File: config.mk
export PLATFORM = sky130hd
export DESIGN_NAME = lwr_cell
export DESIGN_NICKNAME = d
export VERILOG_FILES = /design/src/hdl/lwr_pkg.sv /design/src/hdl/lwr_cell.sv
export SDC_FILE = /design/constraint.sdc
export NUM_CORES = 1
export LEC_CHECK = 0
export BUFFER_PORTS_ARGS = -buffer_cell sky130_fd_sc_hd__buf_2
export CELL_PAD_IN_SITES_DETAIL_PLACEMENT = 0
export CELL_PAD_IN_SITES_GLOBAL_PLACEMENT = 1
export CORE_MARGIN = 3
export CORE_UTILIZATION = 39
export DETAILED_ROUTE_END_ITERATION = 16
export GPL_TIMING_DRIVEN = 0
export PLACE_DENSITY = 0.85
export SYNTH_ARGS = -nofsm -noshare
export SYNTH_HDL_FRONTEND = slang
export SYNTH_SLANG_ARGS = --single-unit
File: constraint.sdc
create_clock -name clk -period 5.3 [get_ports clk]
set_clock_uncertainty 0.1 [all_clocks]
set_input_delay 1.06 -clock clk [delete_from_list [all_inputs] [get_ports clk]]
set_output_delay 1.06 -clock clk [all_outputs]
set_load 0.01 [all_outputs]
File: src/hdl/lwr_pkg.sv
// Shared types for the increasing-subsequence block.
// Used by the tail cells and the top level; depends on nothing.
package lwr_pkg;

	localparam int OUT_BITS = 32;

	typedef struct packed {
		logic lt;
		logic valid;
	} link_t;

	typedef struct packed {
		logic upd;
		logic clr;
	} cell_ctl_t;

endpackage

File: src/hdl/lwr_cell.sv
// One tail cell: holds a (value, position) tail and decides from its own
// compare and its left neighbor's whether the incoming element lands here.
// Depends on lwr_pkg.
module lwr_cell #(
	parameter int VALUE_BITS = 32,
	parameter int POS_BITS   = 6
) (
	input  logic                  clk,
	input  logic                  arst_n,
	input  lwr_pkg::cell_ctl_t    ctl,
	input  logic [VALUE_BITS-1:0] value,
	input  logic [POS_BITS-1:0]   pos_in,
	input  lwr_pkg::link_t        prev_link,
	input  logic [POS_BITS-1:0]   prev_pos,
	input  logic                  next_valid,
	output lwr_pkg::link_t        link,
	output logic [POS_BITS-1:0]   pos,
	output logic [POS_BITS-1:0]   pred,
	output logic                  append,
	output logic                  is_last
);

	logic [VALUE_BITS-1:0] tail_q;
	logic [POS_BITS-1:0]   pos_q;
	logic                  valid_q;
	logic                  chosen;

	assign link.valid = valid_q;
	assign link.lt    = valid_q && ($signed(tail_q) < $signed(value));
	assign pos        = pos_q;
	assign chosen     = ctl.upd && prev_link.lt && !link.lt;
	assign append     = chosen && !valid_q;
	assign is_last    = chosen && !next_valid;
	assign pred       = chosen ? prev_pos : '0;

	always_ff @(posedge clk or negedge arst_n) begin
		if (!arst_n) begin
			valid_q <= 1'b0;
		end else if (ctl.clr) begin
			valid_q <= 1'b0;
		end else if (chosen) begin
			valid_q <= 1'b1;
		end
	end

	always_ff @(posedge clk) begin
		if (chosen) begin
			tail_q <= value;
			pos_q  <= pos_in;
		end
	end

endmodule
After elaboration in Yosys (flattened, before gate mapping)
Index checks and enable logic that the tools add are counted.
Cells by class
  order comparisons: 1
  muxes and demuxes: 3
  reduce and logical (&&, ||, !) cells: 9
Operators by type and width (count)
  32-bit less-than comparator: 1
  6-bit two-way mux: 1
  1-bit logical AND: 5
  1-bit zero test: 3
  1-bit two-way mux: 2
  2-bit nonzero test: 1
Storage, ports and cells
  register bits after elaboration: 39
  input bits: 51
  output and inout port bits: 16
  logic and storage cells: 16

Depth between registers and ports, before layout
  word-level depth: 6
  depth in mapped cells: 8
  depth with buffers taken out: 8

Worst setup path before layout
OpenSTA, ideal clock, no wires.
  path kind: input -> register
  from: in value[7]
  to: reg pos_q[0] (netlist: pos[0]), enable pin
  setup time: 0.433 ns
  arrival: 3.985 ns
  required time: 4.767 ns
  path slack: 0.782 ns
  stages: 7
  path buffers: 0
  cell sequence: inv_1 ha_1 nand4_1 o311a_1 o41ai_2 a211oi_4 nor2_1
Between the ends
  word-level cells in the longest chain between the ends: 4
Ends and longest elaborated chain
  start, declared: line lwr_cell.sv:11  | input logic [VALUE_BITS-1:0] value,
  32-bit less-than comparator: line lwr_cell.sv:29  | assign link.lt = valid_q && ($signed(tail_q) < $signed(value));
  1-bit logical AND: line lwr_cell.sv:29
  1-bit zero test: line lwr_cell.sv:31  | assign chosen = ctl.upd && prev_link.lt && !link.lt;
  1-bit logical AND: line lwr_cell.sv:31
  via chosen: line lwr_cell.sv:26  | logic chosen;
  end signal, assigned: line lwr_cell.sv:49  | pos_q <= pos_in;
  end, declared: line lwr_cell.sv:24  | logic [POS_BITS-1:0] pos_q;
The timed path passes the listed nets, and every way through them passes these cells.
A chain may end at the register's enable or synchronous reset.

==> results_dict.tcl <==
set metrics [dict create \
    die-height_um 78.6 \
    clkSinkCount 39 \
    hold_path.class "in -> async" \
    synth_top_area_cell "edfxtp_1" \
    synthArstFlopShare_pct 2.56 \
    synth_compound_area_share_pct 9.67 \
    ys_ff_latch 39 \
    via_per_inst 4.72 \
    syn_area_per_cell_um2 12.4 \
    ctsResizeCount 0 \
    io_pins 67 \
    wl_um 3720 \
    gr-usage-all-layers_pct 13.0 \
    cap_viol_max_count 0 \
    synth_top_family_by_area "adder cells" \
    place_hpwl_um 2890 \
    cts.path.max_buffers 2 \
    fillers 453 \
    grt_pass1_wl_um 6290 \
    slew_headroom_pct 61.9 \
    irDropWorstVdd_mv 0.216 \
    post-place-ws_ps 1110 \
    cp.arrival_ps 2980 \
    setup_slack_ps 1160 \
    drt_pass1_iterations 4 \
    p_leak_nw 1.23 \
    whs_ps 427 \
    ys_seq_area_share_pct 56.7 \
    diodes 0 \
    portBuffers 65 \
    synth_xor_area_share_pct 0 \
    initial_utilization_pct 41.9 \
    reg2regPathDepth 7 \
    synth-edff-count 38 \
    ys.flop_type "edfxtp_1" \
    status "finished clean" \
    grt_antenna_before_repair 0 \
    netlist_instances 166 \
    startpoint_type "input pin" \
    wl_per_cell_um 12.1 \
    finalPower_uw 705 \
    postCtsSetupBuffers 0 \
    grt_max_degree 29 \
    cts_max_level 2 \
    gp_congestion 0.731 \
    drtIter0Drc 18 \
    cts_made_buffers 5 \
    reg2reg_slack_ps 2510 \
    regToRegStartpoint "tail_q[7]" \
    drt_drc_violations_left 0 \
    hold_viol_final 0 \
    clk_latency_ps 290 \
    design_area_mm2 0.00261 \
    synth-simple-area-share_pct 8.58 \
    cts_tree "built" \
    setup_viol 0 \
    max_freq_mhz 242 \
    powerDensity_mw_per_mm2 270 \
    place.detailed.instances 299 \
    path_clk_slew_ps 80 \
    chipWidth_um 78.6 \
    drv_slew 0 \
    synthMuxAreaShare_pct 0 \
    netlist.area_leader.share_pct 55.5 \
    synth-adder-area-share_pct 18.9 \
    die_area_mm2 0.00618 \
    final_nets 321 \
    drive_gt1_share_pct 33.3 \
    synth.most_common_cell "edfxtp_1" \
    period_needed_ps 4140 \
    place_area_mm2 0.00249 \
    synth_cell_type_count 24 \
    ant_nets 0 \
    area_growth_pct 26.7 \
    synthesis.area_mm2 0.00206 \
    fin_cells 307 \
    crit_path_max_fanout 9 \
    cts_hold_buffers 0 \
    ys_top_cells_by_count "edfxtp_1, inv_1, ha_1" \
    period_share_pct 78.1 \
    syn-num-nets 248 \
    grt_pass1_vias 1407 \
    core_mm2 0.00491 \
    worstPathRequired_ps 4140 \
    rr_endpoint "tail_q[22]" \
    ys_warn_count 0 \
    tightest_slew_ps 566 \
    post-route-util_pct 53.1 \
    path_class "in -> out" \
    fin_setup_tns_ps 0 \
    startpoint "value[23]" \
    num_rows 25 \
    end_kind "output port" \
    rsz0062_at_grt "no" \
    dr_total_vias 1448 \
    gr-total-overflow 0 \
    cts_root_buf "clkbuf_8" \
    synth_top_cells_by_area "edfxtp_1, ha_1, inv_1, a21oi_1, nor3b_1" \
]
[how the worst max path moves through the flow]
| stage | end | slack (ps) | cells after the start |
|---|---|---|---|
| floorplan | pos[0] | 780 | 7 |
| global placement | pos[2] | -280 | 8 |
| detailed placement | link[1] | 1110 | 10 |
| CTS | link[1] | 1120 | 10 |
| global route | pred[1] | 940 | 10 |
| finish | link[1] | 1160 | 10 |
[critical path, cell delays in order]
cell	delay, ps
buf_2	90
inv_1	40
ha_1	320
a21oi_1	150
o21ai_0	120
a211oi_1	240
o211ai_1	220
a211oi_4	440
a31o_2	170
buf_2	120
[cells by family after synthesis]
| family | after synthesis |
|---|---|
| DFF | 39 |
| and+or+nand+nor | 34 |
| buffers and inverters | 33 |
| adders and majority gates | 31 |
| AOI/OAI and AO/OA | 29 |
[registers in the layout, summed over array words and instances (netlist names)]
signal	flops
pos	6
tail_q	32
valid_q	1
[layout by cell type, fill, tap and decap left out, drive strengths merged]
cell type  netlist  final
ha              31     31
edfxtp          38     38
o211ai           1      1
nor3             2      2
nand4            6      6
a21o             1      1
nor4             1      1
a211oi           3      3
bufinv           0      1
a31oi            1      1
a21oi           14     14
buf              1     67
or2b             1      1
a211o            1      1
nand3            2      2
nor3b            6      6
o311a            1      1
clkinv           0      2
dfrtp            1      1
nand2            9      9
o41ai            1      1
a31o             2      2
nor2             7      7
clkbuf           0      5
o21ai            4      4
inv             32     32
[routing by layer]
layer | share of wire (%) | wire (um) | track usage [%]
met1 | 45 | 1680 | 16.6
met2 | 46 | 1720 | 20.8
met3 | 6.4 | 238 | 3.10
met4 | 2.1 | 77 | 5.94
met5 | 0 | 0 | 0
[area by class of cell]
| type | count | area [um2] | share of cell area (%) |
|---|---|---|---|
| flip-flops and latches | 39 | 1170 | 44.7 |
| multi-input cells | 94 | 771 | 29.6 |
| repair buffers | 66 | 345 | 13.3 |
| inverters | 32 | 120 | 4.61 |
| well taps | 67 | 83.8 | 3.22 |
| clock buffers | 5 | 68.8 | 2.64 |
| clock inverters | 3 | 43.8 | 1.68 |
| plain buffers | 1 | 7.51 | 0.288 |
[where the power goes]
group	leakage, nW	total [mW]	switching [mW]	internal (mW)
Sequential	0.368	0.360	0.00461	0.356
Clock	0.0581	0.247	0.107	0.140
Combinational	0.803	0.0970	0.0523	0.0447
Note: power is estimated with default switching activity, not from simulation.
